File: src/hw/rtl/feal_variant_block_cipher_top_assert.svh
// Assertion macros for the FEAL-NX variant cipher block.
`ifndef FEAL_VARIANT_BLOCK_CIPHER_TOP_ASSERT_SVH
`define FEAL_VARIANT_BLOCK_CIPHER_TOP_ASSERT_SVH
// Implication checked on every clock edge outside reset.
`define FVC_ASSERT_IMP(lbl, clk, rstn, a, c) \
  lbl: assert property (@(posedge clk) disable iff (!rstn) (a) |-> (c)) \
    else $error("assertion failed");
// Implication whose consequent is checked in the next cycle.
`define FVC_ASSERT_NXT(lbl, clk, rstn, a, c) \
  lbl: assert property (@(posedge clk) disable iff (!rstn) (a) |=> (c)) \
    else $error("assertion failed");
`endif

File: src/hw/rtl/fvc_pkg.sv
// Shared types, constants and round functions for the FEAL-NX variant cipher.
`default_nettype none
package fvc_pkg;
  localparam int unsigned Rounds  = 32;
  localparam int unsigned KsIter  = (Rounds + 1) / 2 + 4;
  localparam int unsigned NSub    = KsIter * 2;
  localparam int unsigned KsCntW  = $clog2(KsIter + 1);
  localparam int unsigned QDepth  = 2;

  typedef enum logic [1:0] {
    REG_KEY0 = 2'd0,
    REG_KEY1 = 2'd1,
    REG_KEY2 = 2'd2,
    REG_KEY3 = 2'd3
  } reg_idx_e;

  typedef enum logic {
    CMD_ENC = 1'b0,
    CMD_DEC = 1'b1
  } cmd_e;

  // Classified item between front and back: direction plus whitened halves.
  typedef struct packed {
    logic        dec;
    logic [31:0] l;
    logic [31:0] r;
  } item_t;

  typedef logic [15:0] sub_arr_t [NSub];

  function automatic logic [7:0] sbox(input logic [7:0] x, input logic [7:0] y,
                                      input logic c);
    logic [7:0] t;
    t = x + y + {7'd0, c};
    return {t[5:0], t[7:6]};
  endfunction

  function automatic logic [31:0] key_fn(input logic [31:0] a, input logic [31:0] b);
    logic [7:0] g0, g1, g2, g3;
    g1 = a[23:16] ^ a[31:24];
    g2 = a[15:8] ^ a[7:0];
    g1 = sbox(g1, g2 ^ b[31:24], 1'b1);
    g2 = sbox(g2, g1 ^ b[23:16], 1'b0);
    g0 = sbox(a[31:24], g1 ^ b[15:8], 1'b0);
    g3 = sbox(a[7:0], g2 ^ b[7:0], 1'b1);
    return {g0, g1, g2, g3};
  endfunction

  function automatic logic [31:0] round_fn(input logic [31:0] r, input logic [15:0] sk);
    logic [7:0] g0, g1, g2, g3;
    g1 = r[23:16] ^ sk[15:8] ^ r[31:24];
    g2 = r[15:8] ^ sk[7:0] ^ r[7:0];
    g1 = sbox(g1, g2, 1'b0);
    g2 = sbox(g2, g1, 1'b1);
    g0 = sbox(r[31:24], g1, 1'b1);
    g3 = sbox(r[7:0], g2, 1'b0);
    return {g0, g1, g2, g3};
  endfunction
endpackage
`default_nettype wire

File: src/hw/rtl/fvc_front.sv
// Front end: accept items, whiten and classify, queue them for the rounds.
`default_nettype none
module fvc_front
  import fvc_pkg::*;
(
  input  wire logic        clk_i,
  input  wire logic        rst_ni,
  input  wire logic        in_valid,
  output logic             in_ready,
  input  wire logic        command_i,
  input  wire logic [31:0] block_lo_i,
  input  wire logic [31:0] block_hi_i,
  input  sub_arr_t         sub_i,
  input  wire logic        ks_ready_i,
  output logic             q_valid_o,
  input  wire logic        q_ready_i,
  output item_t            q_item_o
);
  item_t mem_q [QDepth];
  logic rd_q, wr_q;
  logic [1:0] cnt_q;
  item_t it;
  logic [31:0] w0, w2, w4, w6;
  logic push, pop;

  always_comb begin
    w0 = {sub_i[Rounds],   sub_i[Rounds+1]};
    w2 = {sub_i[Rounds+2], sub_i[Rounds+3]};
    w4 = {sub_i[Rounds+4], sub_i[Rounds+5]};
    w6 = {sub_i[Rounds+6], sub_i[Rounds+7]};
    it.dec = command_i;
    if (command_i == CMD_ENC) begin
      it.l = block_lo_i ^ w0;
      it.r = (block_hi_i ^ w2) ^ (block_lo_i ^ w0);
    end else begin
      it.r = block_lo_i ^ w4;
      it.l = (block_hi_i ^ w6) ^ (block_lo_i ^ w4);
    end
  end

  assign in_ready  = ks_ready_i && (cnt_q != 2'(QDepth));
  assign push      = in_valid && in_ready;
  assign q_valid_o = (cnt_q != 2'd0);
  assign pop       = q_valid_o && q_ready_i;
  assign q_item_o  = mem_q[rd_q];

  always_ff @(posedge clk_i or negedge rst_ni) begin
    if (!rst_ni) begin
      rd_q <= 1'b0; wr_q <= 1'b0; cnt_q <= '0;
    end else begin
      if (push) wr_q <= ~wr_q;
      if (pop)  rd_q <= ~rd_q;
      cnt_q <= cnt_q + 2'(push) - 2'(pop);
    end
  end

  always_ff @(posedge clk_i) begin
    if (push) mem_q[wr_q] <= it;
  end

  `include "feal_variant_block_cipher_top_assert.svh"
  `FVC_ASSERT_IMP(a_no_over, clk_i, rst_ni, cnt_q == 2'(QDepth), !push)
  `FVC_ASSERT_IMP(a_no_under, clk_i, rst_ni, cnt_q == 2'd0, !pop)
endmodule
`default_nettype wire

File: config.mk
export PLATFORM = sky130hd
export DESIGN_NAME = fvc_front
export DESIGN_NICKNAME = d
export VERILOG_FILES = /design/src/hw/rtl/fvc_pkg.sv /design/src/hw/rtl/fvc_front.sv
export VERILOG_INCLUDE_DIRS = /design/src /design/src/hw/rtl
export SDC_FILE = /design/constraint.sdc
export NUM_CORES = 1
export LEC_CHECK = 0
export BUFFER_PORTS_ARGS = -buffer_cell sky130_fd_sc_hd__buf_2
export CAP_MARGIN = 40
export CORE_AREA = 2 2 299 301
export CTS_CLUSTER_DIAMETER = 80
export DETAILED_ROUTE_END_ITERATION = 10
export DIE_AREA = 0 0 301 303
export GPL_ROUTABILITY_DRIVEN = 0
export PLACE_DENSITY = 0.31
export SETUP_SLACK_MARGIN = 0.02
export SLEW_MARGIN = 20
export SYNTH_ARGS = -nofsm -noshare
export SYNTH_HDL_FRONTEND = slang
export SYNTH_SLANG_ARGS = --single-unit
File: constraint.sdc
create_clock -name clk_i -period 4.3 [get_ports clk_i]
set_input_delay 0.43 -clock clk_i [delete_from_list [all_inputs] [get_ports clk_i]]
set_output_delay 0.43 -clock clk_i [all_outputs]
set_load 0.02 [all_outputs]
After elaboration in Yosys (flattened, before gate mapping)
Memories as Yosys holds them, arrays and structs flattened.
Cells that the tools add are included.
{"block": "classes", "bitwise_logic": 8, "add_sub_neg": 2, "n_eq_ne": 1, "mux": 3, "reduce_logical": 4}
{"operator": "32-bit bitwise XOR", "count": 6}
{"operator": "64-bit two-way mux", "count": 1}
{"operator": "1-bit logical AND", "count": 3}
{"operator": "2-bit by 1-bit adder with 2-bit output", "count": 1}
{"operator": "1-bit two-way mux", "count": 2}
{"operator": "2-bit != test, second input constant", "count": 1}
{"operator": "1-bit NOT", "count": 2}
{"operator": "2-bit nonzero test", "count": 1}
{"operator": "2-bit by 1-bit subtractor with 2-bit output", "count": 1}
{"block": "totals", "ff_bits": 4, "output_inout_bits": 67, "elab_cells": 22, "mem_count": 1, "mem_bits_rw": 130}
{"memory": "mem_q", "depth": 2, "width": 65, "read_ports": 1, "rd_clocked_by_memory_dff": 0, "wr": 1, "line": "fvc_front.sv:19", "text": "item_t mem_q [QDepth];"}

Logic depth before layout (Yosys ltp)
{"block": "depth", "ltp_word": 5, "mapped_depth": 7}

Worst setup path before layout
Ideal clock, no wire load.
{"block": "synth_path", "path_kind": "register to register", "startpoint": "reg cnt_q[1]", "endpoint": "mem mem_q[0][0] in the netlist's numbering (enable)", "path_slack_ps": 472, "synth_period_minus_slack_ps": 3828, "setup_time_ps": 489, "t_arrival_ps": 3339, "path_stages_with_launch": 4, "t_required_ps": 3811, "path_buffers": 0, "path_cell_list": "dfrtp_1 > inv_1 > o211ai_1 > nor2_1"}
{"block": "synth_via", "elab_chain_cells": 5}
{"item": "start: declaration", "line": "fvc_front.sv:21", "text": "logic [1:0] cnt_q;"}
{"item": "start signal: assignment", "line": "fvc_front.sv:53", "text": "cnt_q <= cnt_q + 2'(push) - 2'(pop);"}
{"item": "2-bit != test", "line": "fvc_front.sv:41", "text": "assign in_ready = ks_ready_i && (cnt_q != 2'(QDepth));"}
{"item": "1-bit logical AND", "line": "fvc_front.sv:41"}
{"item": "1-bit logical AND", "line": "fvc_front.sv:42", "text": "assign push = in_valid && in_ready;"}
{"item": "1-bit two-way mux", "line": "fvc_front.sv:58", "text": "if (push) mem_q[wr_q] <= it;"}
{"item": "1-bit two-way mux (implied by the code)", "line": "fvc_front.sv:58"}
{"item": "end: declaration", "line": "fvc_front.sv:19"}
Every way passes these cells.

==> run_results.csv <==
group,metric,value,unit
timing,maxSlewViolCount,0,
grt,antenna_found_initial,21,
final_layout,utilization,0.125,
die,die_h,303,um
clock_tree,cts_resized,0,
job,max-cap-violations,0,
clock_tree,htree_levels,4,
timing,fin_setup_tns,0,ns
final_layout,filler_cell_count,9973,
setup_path,cp.required,3.87,ns
grt,grt_pass1_vias,4990,
grt,grt_util_all_layers,0.0617,
timing,hold_violations,0,
timing,setup_viol,0,
synth,syn-mean-instance-area,16.7,sq um
synth,synth_top_area_share,0.513,
synth,ys_seq_area_frac,0.526,
timing,rsz0062_at_grt,"false",
timing,skew,0.00959,ns
setup_path,crit_slowest_cell,"dfrtp_4",
clock_tree,clock-root-buffer,"clkbuf_16",
setup_path,path_delay_family,"flip-flops",
synth,synth_nets,1167,
clock_tree,cts.clk_slew.worst_paths,0.06,ns
die,die_x,301,um
grt,overflow,0,
die,start_util,0.0865,
synth,synth_area,7610,sq um
routing,final_antenna_net_count,0,
routing,num_vias,4774,
synth,ys_warn_count,0,
synth,synth_top_area_cell,"edfxtp_1",
place,placed_area,10400,sq um
clock_tree,ctsHoldBuffers,1,
grt,grt_pass1_wl,36.9,mm
die,design.core.area,88000,sq um
die,rows,109,
final_layout,final_nets,1439,
timing,slew_headroom,0.461,
routing,wl_per_cell,14.5,um
outcome,status,"finished clean",
setup_path,cp-end-kind,"primary output",
hold_path,min_path_type,"input pin to asynchronous set/reset pin",
final_layout,drive_gt1_frac,0.499,
routing,vias_per_cell,2.49,
grt,grt_max_degree,66,
setup_path,worst-path-buf-inv,2,
setup_path,cp-start-kind,"register",
synth,synth.area.top_cells,"edfxtp_1 (51%), xor3_1 (10%), mux2_2 (9.6%)",
die,die_area,91200,sq um
clock_tree,clockBufferDepth,2,
synth,ys_ff_latch,134,
clock_tree,postCtsSetupRepairBufs,0,
synth,yosysUniqueCellTypes,22,
setup_path,max_stage_delay,0.84,ns
routing,routed_wl,27.7,mm
timing,tightest_slew,0.808,ns
power_and_ir_drop,max-vdd-ir-drop,302,uV
clock_tree,cts.sinks,134,
timing,fin_crit,2.77,ns
clock_tree,clock_latency,0.48,ns
timing,fmax,361,MHz
setup_path,path_cells,"buf_4 -> mux2_2 -> buf_2",
power_and_ir_drop,power_density,459,nW/um^2
power_and_ir_drop,power.leakage,4.39,nW
timing,period_share,0.645,
die,num_io_pins,777,
routing,dr.pass1.iters,4,
place,place_hpwl,21.6,mm
routing,drc,0,
place,io_buffer_count,264,
clock_tree,cts_tree,"done",
setup_path,path_class,"register to primary output",
clock_tree,cts_made_buffers,17,
final_layout,stdcell_area,11000,sq um
synth,syn_inst,455,
routing,drt_iter0_markers,183,
setup_path,arrival,2.34,ns
setup_path,worstPathMaxFanout,35,
final_layout,syn2layout_area_growth,44.0,%
==> registers in the layout, indices dropped and copies added, names as in the netlist <==
| name | cells |
|---|---|
| cnt_q | 2 |
| mem_q | 130 |
| rd_q | 1 |
| wr_q | 1 |
==> synthesized netlist by cell type <==
| cell type | n |
|---|---|
| mux2_2 | 65 |
| o21a_1 | 1 |
| nand2_1 | 32 |
| buf_2 | 4 |
| edfxtp_1 | 130 |
| o21ai_1 | 32 |
| xor2_1 | 33 |
| inv_1 | 2 |
| o211ai_1 | 1 |
| xnor2_1 | 35 |
| ha_1 | 2 |
| xnor3_1 | 32 |
| or2_2 | 1 |
| dfrtp_1 | 4 |
| and2_1 | 1 |
| xor3_1 | 32 |
| buf_6 | 3 |
| clkbuf_1 | 2 |
| buf_4 | 9 |
| mux2i_1 | 32 |
| nor2_1 | 1 |
| and3_1 | 1 |
==> layout make-up <==
cell class	instances	area, sq um	area share
Antenna cell	9	22.5	0.00205
Clock buffer	18	429	0.0392
Clock inverter	14	149	0.0136
Inverter	2	7.51	0.000685
Multi-Input combinational cell	301	3480	0.318
Sequential cell	134	4010	0.366
Tap cell	1165	1460	0.133
Timing Repair Buffer	271	1400	0.128
==> final timing paths <==
path                                 from            to  slack, ns  cells past startpoint
worst max-delay path                 rd_q  q_item_o[48]       1.53                      3
worst min register to register   cnt_q[1]      cnt_q[1]       0.50                      1
worst min-delay path               rst_ni          wr_q       0.29                      2
worst max register to register   cnt_q[1]  mem_q[1][34]       2.22                      4
max in group asynchronous          rst_ni          rd_q       3.86                      2
min in group clk_i              q_ready_i          rd_q       0.29                      3
==> through the flow <==
step	hold slack, ns	std cells	setup WS, ns	power (mW)
floorplan	0.134	455	0.472	2.94
global placement	0.254	1872	1.88	3.62
detailed placement	0.256	1872	1.88	3.63
CTS	0.221	1905	1.31	5.24
global route	0.255	1906	1.30	5.36
finish	0.289	1914	1.53	5.04
==> metal layers <==
layer / up-vias / share of wire / global-route usage
li1: 2254 / - / -
met1: 2274 / 0.41 / 0.0690
met2: 196 / 0.44 / 0.0892
met3: 42 / 0.13 / 0.0399
met4: 8 / 0.022 / 0.0323
met5: - / 0.0017 / 0
==> cell families after synthesis <==
kind of cell | Yosys count | synth area share
AO/OA/AOI/OAI | 34 | 0.0230
multiplexers | 97 | 0.138
AND/OR/NAND/NOR | 36 | 0.0187
adder cells (fa/ha/maj) | 2 | 0.00329
flip-flops | 134 | 0.526
XOR/XNOR | 132 | 0.273
buffers and inverters | 20 | 0.0179
==> cells in the final DEF (no fill, tap or decap), drive strengths merged <==
| cell type | n |
|---|---|
| bufinv | 2 |
| xnor3 | 32 |
| xor2 | 33 |
| xnor2 | 35 |
| clkinvlp | 3 |
| ha | 2 |
| mux2 | 65 |
| and2 | 1 |
| xor3 | 32 |
| nor2 | 1 |
| clkinv | 5 |
| mux2i | 32 |
| inv | 6 |
| dfrtp | 4 |
| clkbuf | 18 |
| or2 | 1 |
| buf | 270 |
| o21a | 1 |
| o211ai | 1 |
| edfxtp | 130 |
| nand2 | 32 |
| dlygate4sd3 | 1 |
| diode | 9 |
| o21ai | 32 |
| and3 | 1 |
==> report_power, final <==
| group | total, mW | internal, mW | switching, mW |
|---|---|---|---|
| combinational | 1.69 | 0.759 | 0.933 |
| sequential | 1.83 | 1.69 | 0.134 |
| clock | 1.52 | 0.855 | 0.664 |
| total | 5.04 | 3.31 | 1.73 |
Power figures use the tool's default switching activity.
