<file path="config.mk">
export PLATFORM = sky130hd
export DESIGN_NAME = fvc_keysched
export DESIGN_NICKNAME = d
export VERILOG_FILES = /design/src/hw/rtl/feal_variant_block_cipher_top_assert.svh /design/src/hw/rtl/fvc_pkg.sv /design/src/hw/rtl/fvc_keysched.sv
export SDC_FILE = /design/constraint.sdc
export NUM_CORES = 1
export LEC_CHECK = 0
export ABC_AREA = 1
export BUFFER_PORTS_ARGS = -buffer_cell sky130_fd_sc_hd__clkbuf_2
export CAP_MARGIN = 5
export CORE_AREA = 2 2 360 362
export CTS_BUF_LIST = sky130_fd_sc_hd__clkbuf_8
export CTS_CLUSTER_DIAMETER = 30
export CTS_CLUSTER_SIZE = 25
export DETAILED_ROUTE_END_ITERATION = 8
export DIE_AREA = 0 0 362 364
export GPL_ROUTABILITY_DRIVEN = 0
export SYNTH_ARGS = -nofsm -noshare
export SYNTH_HDL_FRONTEND = slang
export SYNTH_SLANG_ARGS = --single-unit
</file>
<file path="constraint.sdc">
create_clock -name clk_i -period 8.5 [get_ports clk_i]
set_input_delay 0 -clock clk_i [delete_from_list [all_inputs] [get_ports clk_i]]
set_output_delay 0 -clock clk_i [all_outputs]
set_load 0.01 [all_outputs]
</file>
<file path="src/hw/rtl/feal_variant_block_cipher_top_assert.svh">
// Assertion macros for the FEAL-NX variant cipher block.
`ifndef FEAL_VARIANT_BLOCK_CIPHER_TOP_ASSERT_SVH
`define FEAL_VARIANT_BLOCK_CIPHER_TOP_ASSERT_SVH
// Implication checked on every clock edge outside reset.
`define FVC_ASSERT_IMP(lbl, clk, rstn, a, c) \
  lbl: assert property (@(posedge clk) disable iff (!rstn) (a) |-> (c)) \
    else $error("assertion failed");
// Implication whose consequent is checked in the next cycle.
`define FVC_ASSERT_NXT(lbl, clk, rstn, a, c) \
  lbl: assert property (@(posedge clk) disable iff (!rstn) (a) |=> (c)) \
    else $error("assertion failed");
`endif

</file>
<file path="src/hw/rtl/fvc_pkg.sv">
// Shared types, constants and round functions for the FEAL-NX variant cipher.
`default_nettype none
package fvc_pkg;
  localparam int unsigned Rounds  = 32;
  localparam int unsigned KsIter  = (Rounds + 1) / 2 + 4;
  localparam int unsigned NSub    = KsIter * 2;
  localparam int unsigned KsCntW  = $clog2(KsIter + 1);
  localparam int unsigned QDepth  = 2;

  typedef enum logic [1:0] {
    REG_KEY0 = 2'd0,
    REG_KEY1 = 2'd1,
    REG_KEY2 = 2'd2,
    REG_KEY3 = 2'd3
  } reg_idx_e;

  typedef enum logic {
    CMD_ENC = 1'b0,
    CMD_DEC = 1'b1
  } cmd_e;

  // Classified item between front and back: direction plus whitened halves.
  typedef struct packed {
    logic        dec;
    logic [31:0] l;
    logic [31:0] r;
  } item_t;

  typedef logic [15:0] sub_arr_t [NSub];

  function automatic logic [7:0] sbox(input logic [7:0] x, input logic [7:0] y,
                                      input logic c);
    logic [7:0] t;
    t = x + y + {7'd0, c};
    return {t[5:0], t[7:6]};
  endfunction

  function automatic logic [31:0] key_fn(input logic [31:0] a, input logic [31:0] b);
    logic [7:0] g0, g1, g2, g3;
    g1 = a[23:16] ^ a[31:24];
    g2 = a[15:8] ^ a[7:0];
    g1 = sbox(g1, g2 ^ b[31:24], 1'b1);
    g2 = sbox(g2, g1 ^ b[23:16], 1'b0);
    g0 = sbox(a[31:24], g1 ^ b[15:8], 1'b0);
    g3 = sbox(a[7:0], g2 ^ b[7:0], 1'b1);
    return {g0, g1, g2, g3};
  endfunction

  function automatic logic [31:0] round_fn(input logic [31:0] r, input logic [15:0] sk);
    logic [7:0] g0, g1, g2, g3;
    g1 = r[23:16] ^ sk[15:8] ^ r[31:24];
    g2 = r[15:8] ^ sk[7:0] ^ r[7:0];
    g1 = sbox(g1, g2, 1'b0);
    g2 = sbox(g2, g1, 1'b1);
    g0 = sbox(r[31:24], g1, 1'b1);
    g3 = sbox(r[7:0], g2, 1'b0);
    return {g0, g1, g2, g3};
  endfunction
endpackage
`default_nettype wire

</file>
<file path="src/hw/rtl/fvc_keysched.sv">
// Key registers and iterative FEAL-NX key schedule, one fK step per cycle.
`default_nettype none
module fvc_keysched
  import fvc_pkg::*;
(
  input  wire logic        clk_i,
  input  wire logic        rst_ni,
  input  wire logic        cfg_we_i,
  input  wire logic [1:0]  cfg_idx_i,
  input  wire logic [31:0] cfg_data_i,
  output sub_arr_t         sub_o,
  output logic             ready_o
);
  logic [31:0] k0_q, k1_q, k2_q, k3_q;
  logic [31:0] a_q, b_q, d_q, t;
  logic [KsCntW-1:0] cnt_q;
  logic [1:0] ph_q;
  logic [31:0] q;
  sub_arr_t sub_q;

  always_comb begin
    case (ph_q)
      2'd0:    q = k2_q ^ k3_q;
      2'd1:    q = k2_q;
      default: q = k3_q;
    endcase
    t = key_fn(a_q, b_q ^ d_q ^ q);
  end

  assign ready_o = (cnt_q == KsCntW'(KsIter));
  assign sub_o   = sub_q;

  always_ff @(posedge clk_i or negedge rst_ni) begin
    if (!rst_ni) begin
      k0_q <= '0; k1_q <= '0; k2_q <= '0; k3_q <= '0;
      a_q <= '0; b_q <= '0; d_q <= '0;
      cnt_q <= '0; ph_q <= '0;
    end else if (cfg_we_i) begin
      case (cfg_idx_i)
        REG_KEY0: begin k0_q <= cfg_data_i; a_q <= cfg_data_i; b_q <= k1_q; end
        REG_KEY1: begin k1_q <= cfg_data_i; a_q <= k0_q; b_q <= cfg_data_i; end
        REG_KEY2: begin k2_q <= cfg_data_i; a_q <= k0_q; b_q <= k1_q; end
        default:  begin k3_q <= cfg_data_i; a_q <= k0_q; b_q <= k1_q; end
      endcase
      d_q <= '0; cnt_q <= '0; ph_q <= '0;
    end else if (!ready_o) begin
      d_q <= a_q; a_q <= b_q; b_q <= t;
      ph_q <= (ph_q == 2'd2) ? 2'd0 : ph_q + 2'd1;
      cnt_q <= cnt_q + KsCntW'(1);
    end
  end

  always_ff @(posedge clk_i) begin
    if (!cfg_we_i && !ready_o) begin
      for (int i = 0; i < KsIter; i++) begin
        if (cnt_q == KsCntW'(i)) begin
          sub_q[2*i]   <= t[31:16];
          sub_q[2*i+1] <= t[15:0];
        end
      end
    end
  end
endmodule
`default_nettype wire

</file>
# Word-level counts from Yosys, hierarchy flattened

Cells that the tools add are included.
W data, S select, Z words.

Add/sub/neg operators: 8
Eq/ne operators: 25
Muxes and demuxes: 14
Bitwise logic cells: 10
Reduce and logical (&&, ||, !) cells: 29

Operators with widths:

| kind                  | number |
|---|---|
| $mux W32              | 8 |
| $xor A32 B32 Y32      | 3 |
| $pmux W32 S2          | 1 |
| $xor A8 B8 Y8         | 6 |
| $reduce_and A2 Y1     | 22 |
| $eq A5 B4 Y1 const B  | 8 |
| $add A8 B8 Y8         | 4 |
| $eq A5 B5 Y1 const B  | 5 |
| $eq A5 B3 Y1 const B  | 4 |
| $add A8 B1 Y8 const B | 2 |
| $eq A5 B2 Y1 const B  | 2 |
| $mux W5               | 2 |
| $mux W2               | 3 |
| $add A5 B1 Y5 const B | 1 |
| $eq A5 B1 Y1 const B  | 1 |
| $logic_not A5 Y1      | 1 |
| $eq A2 B1 Y1 const B  | 2 |
| $eq A2 B2 Y1 const B  | 2 |
| $logic_not A2 Y1      | 2 |
| $reduce_or A3 Y1      | 1 |
| $add A2 B1 Y2 const B | 1 |
| $logic_not A1 Y1      | 2 |
| $ne A2 B2 Y1 const B  | 1 |
| $logic_and A1 B1 Y1   | 1 |
| $not A1 Y1            | 1 |

Register bits after elaboration: 871
Word-level logic and storage cells: 135

# Depth between registers and ports, before layout

Gate-level depths: netlist of run 1.

Depth after elaboration: 13
Gate-level depth with buffers: 41
Mapped depth without buffers: 39

# Worst setup path after synthesis of run 1

Ideal clock, no wire load.

Kind: register -> register
Start: register ph_q[1]
End: register sub_q (netlist bit sub_o[0]), data pin
Library setup time: 327 ps
Data arrival time: 6455 ps
Path slack: 1719 ps
Cell stages (with the launch flop): 35
Buffers on the path: 2
Path through: dfrtp_1 > inv_2 > nand2_4 > buf_6 > buf_2 > nand2_1 > xnor2_1 > xnor2_1 > ha_1 > inv_1 > fa_1 > nand3_1 > nand2_1 > a21oi_1 > o21ai_2 > xor2_2 > xor2_1 > ha_1 > inv_1 > fa_1 > nand3b_1 > nand2_1 > a21oi_1 > o21bai_1 > xor2_1 > xor2_1 > ha_1 > inv_1 > fa_1 > nand3_1 > nand3_1 > a21oi_1 > nor2_1 > nor2_1 > xnor2_1

Longest elaborated chain between the ends: 11

RTL lines:

| item                                                    | RTL line           | text |
|---|---|---|
| start, declared                                         | fvc_keysched.sv:17 | `logic [1:0] ph_q;` |
| start signal, assigned                                  | fvc_keysched.sv:48 | `ph_q <= (ph_q == 2'd2) ? 2'd0 : ph_q + 2'd1;` |
| $eq A2 B1 Y1 / $logic_not A2 Y1 (equally long branches) | fvc_keysched.sv:22 | `case (ph_q)` |
| $pmux W32 S2 (*)                                        | fvc_keysched.sv:22 |  |
| $xor A32 B32 Y32 (*)                                    | fvc_keysched.sv:27 | `t = key_fn(a_q, b_q ^ d_q ^ q);` |
| $xor A8 B8 Y8 (*)                                       | fvc_pkg.sv:42      | `g1 = sbox(g1, g2 ^ b[31:24], 1'b1);` |
| $add A8 B8 Y8 (*)                                       | fvc_pkg.sv:34      | `t = x + y + {7'd0, c};` |
| $add A8 B1 Y8 (*)                                       | fvc_pkg.sv:34      |  |
| via t[16]                                               | fvc_keysched.sv:15 | `logic [31:0] a_q, b_q, d_q, t;` |
| $xor A8 B8 Y8 (*)                                       | fvc_pkg.sv:43      | `g2 = sbox(g2, g1 ^ b[23:16], 1'b0);` |
| $add A8 B8 Y8 (*)                                       | fvc_pkg.sv:34      |  |
| via t[8]                                                | fvc_keysched.sv:15 |  |
| $xor A8 B8 Y8 (*)                                       | fvc_pkg.sv:45      | `g3 = sbox(a[7:0], g2 ^ b[7:0], 1'b1);` |
| $add A8 B8 Y8 (*)                                       | fvc_pkg.sv:34      |  |
| $add A8 B1 Y8 (*)                                       | fvc_pkg.sv:34      |  |
| via t[0]                                                | fvc_keysched.sv:15 |  |
| end signal, assigned by index                           | fvc_keysched.sv:57 | `sub_q[2*i] <= t[31:16];` |
| end signal, assigned by index                           | fvc_keysched.sv:58 | `sub_q[2*i+1] <= t[15:0];` |
| end, declared                                           | fvc_keysched.sv:19 | `sub_arr_t sub_q;` |

Mark *: on every way through the listed nets, which the timed path passes. The rest lies on a longest branch.
A chain may end at the register's enable or synchronous reset.

# Worst setup path in the final report of run 1

Start: register ph_q[1]
End: register b_q[4]

Longest elaborated chain between the ends: 13

RTL lines:

| item                                                    | RTL line           | text |
|---|---|---|
| $eq A2 B1 Y1 / $logic_not A2 Y1 (equally long branches) | fvc_keysched.sv:22 |  |
| $pmux W32 S2 (*)                                        | fvc_keysched.sv:22 |  |
| $xor A32 B32 Y32 (*)                                    | fvc_keysched.sv:27 |  |
| $xor A8 B8 Y8 (*)                                       | fvc_pkg.sv:42      |  |
| $add A8 B8 Y8 (*)                                       | fvc_pkg.sv:34      |  |
| $add A8 B1 Y8 (*)                                       | fvc_pkg.sv:34      |  |
| via t[16]                                               | fvc_keysched.sv:15 |  |
| $xor A8 B8 Y8 (*)                                       | fvc_pkg.sv:43      |  |
| $add A8 B8 Y8 (*)                                       | fvc_pkg.sv:34      |  |
| via t[8]                                                | fvc_keysched.sv:15 |  |
| $xor A8 B8 Y8 (*)                                       | fvc_pkg.sv:45      |  |
| $add A8 B8 Y8 (*)                                       | fvc_pkg.sv:34      |  |
| $add A8 B1 Y8 (*)                                       | fvc_pkg.sv:34      |  |
| via t[4]                                                | fvc_keysched.sv:15 |  |
| $mux W32 (*)                                            | fvc_keysched.sv:46 | `end else if (!ready_o) begin` |
| $mux W32 (*)                                            | fvc_keysched.sv:38 | `end else if (cfg_we_i) begin` |
| end signal, assigned                                    | fvc_keysched.sv:40 | `REG_KEY0: begin k0_q <= cfg_data_i; a_q <= cfg_data_i; b_q <= k1_q; end` |
| end signal, assigned                                    | fvc_keysched.sv:41 | `REG_KEY1: begin k1_q <= cfg_data_i; a_q <= k0_q; b_q <= cfg_data_i; end` |
| end signal, assigned                                    | fvc_keysched.sv:47 | `d_q <= a_q; a_q <= b_q; b_q <= t;` |
| end, declared                                           | fvc_keysched.sv:15 |  |

Mark *: on every way through the listed nets, which the timed path passes. The rest lies on a longest branch. The select of a mux whose other input is x is not followed.

==> flow_summary_export.csv, run 1 <==
group,metric,value,unit
floorplanning,die_area,132000,um2
logic_synthesis,synth_fa_ha_area_frac,0.0155,
grt,grt_overflow_total,0,
floorplanning,die_height,364,um
grt,grt_pass1_wl,144000,um
logic_synthesis,synth_warnings,0,
critical_path,crit_type,"flip-flop to flip-flop",
layout,utilization,0.318,
critical_path,cp.arrival,7560,ps
floorplanning,die_w,362,um
cts,clk_latency,810,ps
routing,dr.pass1.iters,7,
routing,vias_per_cell,4.31,
routing,vias,20473,
critical_path,crit_fanout,22,
critical_path,cpPeakStageDelay,890,ps
layout,mostFrequentLayoutCells,"clkbuf_2, edfxtp_1, nand2_1, dfrtp_1, o21ai_0",
logic_synthesis,synthSimpleGateAreaFrac,0.0626,
grt,gr-usage-all-layers,0.153,
cts,cts_made_buffers,121,
sta,min_period,6870,ps
grt,grt_pass1_vias,19275,
critical_path,crit_path_start_kind,"flip-flop",
critical_path,crit_path_end_kind,"flip-flop",
critical_path,slowest_stage,"xor2_2",
cts,cts-root-buf,"clkbuf_8",
sta,tightest_slew,1110,ps
sta,setup_ws,1630,ps
cts,cts-htree-levels,3,
routing,wire_per_inst,22.1,um
floorplanning,core_area,128000,um2
logic_synthesis,synth-seq-cells,871,
logic_synthesis,synth_top_family_by_area,"compound AO/OA/AOI/OAI gates",
layout,n_fill_cell,12781,
logic_synthesis,synth_xor_area_frac,0.0415,
layout,drive_gt1_frac,0.330,
floorplanning,rows,132,
cts,cts_sinks,871,
sta,finalHoldViolCount,0,
logic_synthesis,syn_nets,2211,
placed_design,io_buffers,677,
logic_synthesis,syn_inst,2137,
sta,fmax,146,MHz
logic_synthesis,synth_area,31800,um2
sta,finalMaxSlewViolations,0,
floorplanning,initial_core_util,0.248,
layout,areaGrowthSynthToFinish,28.3,%
sta,finalSetupViolations,0,
grt,grt_start_max_net_pins,105,
cts,clk_pin_slew,70,ps
sta,finalCritPeriodShare,0.808,
cts,cts_max_path_buffers,3,
routing,remaining_drc_errors,0,
logic_synthesis,ys_async_sr_fraction,0.265,
sta,fin_setup_tns,0,ps
placed_design,dp_hpwl,70200,um
critical_path,cp.required,9190,ps
placed_design,dp_slack,1620,ps
layout,fin_nets,3033,
cts,post_cts_buffers,0,
flow_run,cap_violations,0,
min_path,hold_class,"input port to flip-flop",
cts,cts_tree,"done",
cts,post_cts_resized,0,
layout,mostFrequentLayoutCell,"clkbuf_2",
logic_synthesis,syn_avg_cell_area,14.9,um2
logic_synthesis,post_synth_mux_area_share,0,
grt,antenna_found_initial,19,
logic_synthesis,synth_cell_type_count,44,
routing,drt_wl_total,105000,um
logic_synthesis,ys_seq_area_frac,0.786,
routing,postRouteAntennaNets,0,
logic_synthesis,synth_edf_count,640,
floorplanning,pin_count,678,
logic_synthesis,synth_compound_area_frac,0.0637,
sta,rsz0062_at_grt,"no",
outcome,status,"completed",
sta,skew,66.3,ps
sta,slew_headroom,0.259,
routing,drt_iter0_drc,2035,
logic_synthesis,ys.flop_type,"edfxtp_1",
-- per-layer routing --
metal  track usage  vias up  wire length [um]
li1              -     9182                 -
met1         0.185    10224             41400
met2         0.261      870             52200
met3        0.0428      171              8110
met4        0.0525       26              3030
met5             0        -               159
-- cell usage after synthesis (7+ instances only) --
master | n | area, um2
nor2_1 | 26 | 97.6
nor3_1 | 10 | 50.1
nand2_1 | 377 | 1420
o21ai_0 | 178 | 891
edfxtp_1 | 640 | 19200
inv_1 | 157 | 589
xor2_1 | 87 | 762
o21ai_1 | 26 | 130
clkbuf_1 | 34 | 128
o221ai_1 | 8 | 70.1
o211ai_1 | 7 | 52.6
buf_2 | 20 | 100
o21ai_2 | 11 | 96.3
a22oi_1 | 22 | 165
ha_1 | 33 | 413
dfrtp_1 | 231 | 5780
inv_2 | 7 | 26.3
nand3_1 | 44 | 220
a21oi_1 | 86 | 430
xnor2_1 | 60 | 526
nand4_1 | 9 | 56.3
-- final cells by class --
class	instances	area, um2	share of cell area
tap	1675	2100	0.0514
sequential	871	25000	0.613
clock buffer	130	1790	0.0438
clock inverter	96	963	0.0236
multi-input combinational	1032	6110	0.150
antenna	8	20.0	0.000491
inverter	165	624	0.0153
timing repair buffer	768	4200	0.103
-- path summary, 6_finish.rpt --
kind                                        end            startpoint  cells past startpoint  slack (ps)
setup / recovery             b_q[4]$_DFFE_PN0P_   ph_q[1]$_DFFE_PN0P_                     29        1630
hold / removal             k1_q[14]$_DFFE_PN0P_        cfg_data_i[14]                      4         100
setup reg to reg             b_q[4]$_DFFE_PN0P_   ph_q[1]$_DFFE_PN0P_                     29        1630
max in group asynchronous   k1_q[2]$_DFFE_PN0P_                rst_ni                      4        7100
hold reg to reg            k0_q[14]$_DFFE_PN0P_  k0_q[14]$_DFFE_PN0P_                      2         470
min in group asynchronous  k2_q[14]$_DFFE_PN0P_                rst_ni                      4         510
-- through the flow --
step | hold slack [ps] | cell area, um2 | std cells
floorplan | -296 | 31800 | 2137
CTS | 24.5 | 40800 | 4737
finish | 99.8 | 40800 | 4745
detailed placement | 143 | 37600 | 4470
global placement | 137 | 37600 | 4470
global route | 75.2 | 40800 | 4738
-- worst max-delay path, delay by kind of cell (launching register included) --
kind            cells  cell delay, ps
compound gates      6            1070
flops               1             430
simple gates        5             670
fa+ha+maj           6            1970
buf+inv             5             620
xor+xnor            7            1960
-- state kept, by name, indices dropped and copies added, names as in the netlist --
name	count
cnt_q	5
k2_q	32
a_q	32
sub_o	640
ph_q	2
k3_q	32
b_q	32
k0_q	32
d_q	32
k1_q	32
-- kinds of logic after synthesis --
| logic type | after synthesis |
|---|---|
| AOI/OAI and AO/OA | 361 |
| DFF | 871 |
| adders and majority gates | 37 |
| and+or+nand+nor | 485 |
| buffers and inverters | 234 |
| xor gates and xnor gates | 149 |
-- repair_timing --
| item | 4_1_cts | 5_1_grt |
|---|---|---|
| hold endpoints to repair | 299 | 0 |
| endpoints found under the setup margin | 0 | 0 |
| hold buffers | 41 | 0 |
Power of run 1 is left out: the tool's default activity adds up to more than one toggle a clock period on the data nets, which glitch-free logic cannot reach.
==> run 2, diff against run 1 <==
==> constraint.sdc (replaced) <==
create_clock -name clk_i -period 6.3 [get_ports clk_i]
set_input_delay 0 -clock clk_i [delete_from_list [all_inputs] [get_ports clk_i]]
set_output_delay 0 -clock clk_i [all_outputs]
set_load 0.01 [all_outputs]
==> flow_summary_export.csv, run 2 (same netlist as run 1, synthesis figures left out) <==
group,metric,value,unit
floorplanning,initial_core_util,0.248,
layout,fin_nets,3079,
grt,grt_pass1_vias,19765,
floorplanning,pin_count,678,
layout,drive_gt1_frac,0.341,
floorplanning,die_height,364,um
routing,remaining_drc_errors,0,
routing,wire_per_inst,22.4,um
critical_path,crit_fanout,5,
cts,cts-htree-levels,4,
grt,grt_overflow_total,0,
cts,clk_latency,860,ps
floorplanning,die_area,132000,um2
sta,rsz0062_at_grt,"no",
sta,finalHoldViolCount,0,
floorplanning,die_w,362,um
critical_path,reg2regPathDepth,32,
routing,drt_wl_total,107000,um
cts,cts_tree,"done",
grt,gr-usage-all-layers,0.157,
critical_path,critical_path.top_delay_family,"adder cells",
grt,antenna_found_initial,25,
cts,cts_sinks,871,
min_path,min_from,"cfg_data_i[2]",
sta,finalMaxSlewViolations,0,
placed_design,placed_cell_area,37800,um2
grt,grt_start_max_net_pins,101,
critical_path,startpoint,"a_q[0]$_DFFE_PN0P_",
critical_path,crit_path_end_kind,"flip-flop",
cts,cts-root-buf,"clkbuf_8",
critical_path,crit_path_start_kind,"flip-flop",
floorplanning,rows,132,
critical_path,cpPeakStageDelay,420,ps
placed_design,io_buffers,677,
layout,largest_register_ff_count,640,
sta,min_period,5920,ps
routing,vias,20777,
outcome,status,"completed",
layout,mostFrequentLayoutCells,"clkbuf_2, edfxtp_1, nand2_1, dfrtp_1, o21ai_0",
sta,fmax,169,MHz
routing,vias_per_cell,4.33,
critical_path,cp.arrival,6470,ps
grt,grt_pass1_wl,147000,um
placed_design,dp_hpwl,71700,um
routing,postRouteAntennaNets,0,
cts,cts_made_buffers,137,
layout,areaGrowthSynthToFinish,30.5,%
sta,tightest_slew,1190,ps
cts,cts_max_path_buffers,3,
min_path,hold_depth,4,
floorplanning,core_area,128000,um2
min_path,hold_class,"input port to flip-flop",
routing,drt_iter0_drc,1806,
routing,dr.pass1.iters,5,
critical_path,crit_type,"flip-flop to flip-flop",
sta,slew_headroom,0.208,
critical_path,slowest_stage,"fa_2",
sta,finalSetupViolations,0,
cts,clk_pin_slew,70,ps
layout,mostFrequentLayoutCell,"clkbuf_2",
critical_path,critPathBufInv,5,
sta,skew,54.5,ps
critical_path,r2r-start,"a_q[0]$_DFFE_PN0P_",
critical_path,cp.required,6850,ps
sta,finalCritPeriodShare,0.940,
layout,final_area,41500,um2
critical_path,cp_num_cells,32,
flow_run,cap_violations,0,
[run 2: cell count changes in the layout (fill, tap and decap cells not counted), moves of 4 or more]
cell	previous run	this run
dlygate4sd3_1	40	45
clkinv_1	6	15
clkinv_4	15	9
buf_4	50	71
bufinv_16	9	18
diode_2	8	4
clkbuf_8	130	141
[run 2: metal layers]
metal | routed length, um | track usage | vias to the layer above
li1 | - | - | 9283
met1 | 43300 | 0.193 | 10366
met2 | 52900 | 0.265 | 885
met3 | 7800 | 0.0414 | 207
met4 | 3190 | 0.0563 | 36
met5 | 225 | 0 | -
[run 2: final timing paths]
path                                             end  slack [ps]
worst max-delay path              sub_o[0]$_DFFE_PP_         380
worst min-delay path             k3_q[2]$_DFFE_PN0P_          70
worst max register to register    sub_o[0]$_DFFE_PP_         380
worst min register to register   k1_q[9]$_DFFE_PN0P_         470
max in group asynchronous        k2_q[2]$_DFFE_PN0P_        4950
min in group asynchronous       k0_q[21]$_DFFE_PN0P_         420
[run 2: area by class of cell]
type,count,area [um2]
Sequential cell,871,25000
Clock buffer,141,1940
Timing Repair Buffer,795,4430
Antenna cell,4,10.0
Inverter,165,624
Fill cell,12665,86800
Clock inverter,110,1180
Tap cell,1675,2100
Multi-Input combinational cell,1035,6220
[run 2: timing repair]
action	in CTS	in global routing
buffers inserted	0	2
pin swaps	0	6
hold endpoints to repair	352	0
setup endpoints to repair	21	61
gates resized for setup	1	11
gates cloned	0	3
hold buffers	46	0
[run 2: per-stage QoR]
| step | hold slack [ps] | cells | util | setup slack, ps | TNS (ps) |
|---|---|---|---|---|---|
| floorplan | -296 | 2137 | - | 8.82 | 0 |
| global placement | 122 | 4490 | 0.294 | 79.2 | 0 |
| detailed placement | 128 | 4490 | 0.294 | -94.2 | -1860 |
| CTS | 0.384 | 4787 | 0.322 | 37.4 | 0 |
| global route | 68.1 | 4795 | 0.323 | 5.10 | 0 |
| finish | 70.4 | 4796 | 0.323 | 377 | 0 |
[run 2: worst register-to-register path: cells and delay by family, from the launching register on]
kind	cells	cell delay, ps
XOR/XNOR	8	1400
AND/OR/NAND/NOR	8	960
flip-flops	1	390
adder cells (fa/ha/maj)	6	1740
AO/OA/AOI/OAI	5	630
buffers and inverters	5	540
Power of run 2 is left out for the same reason.
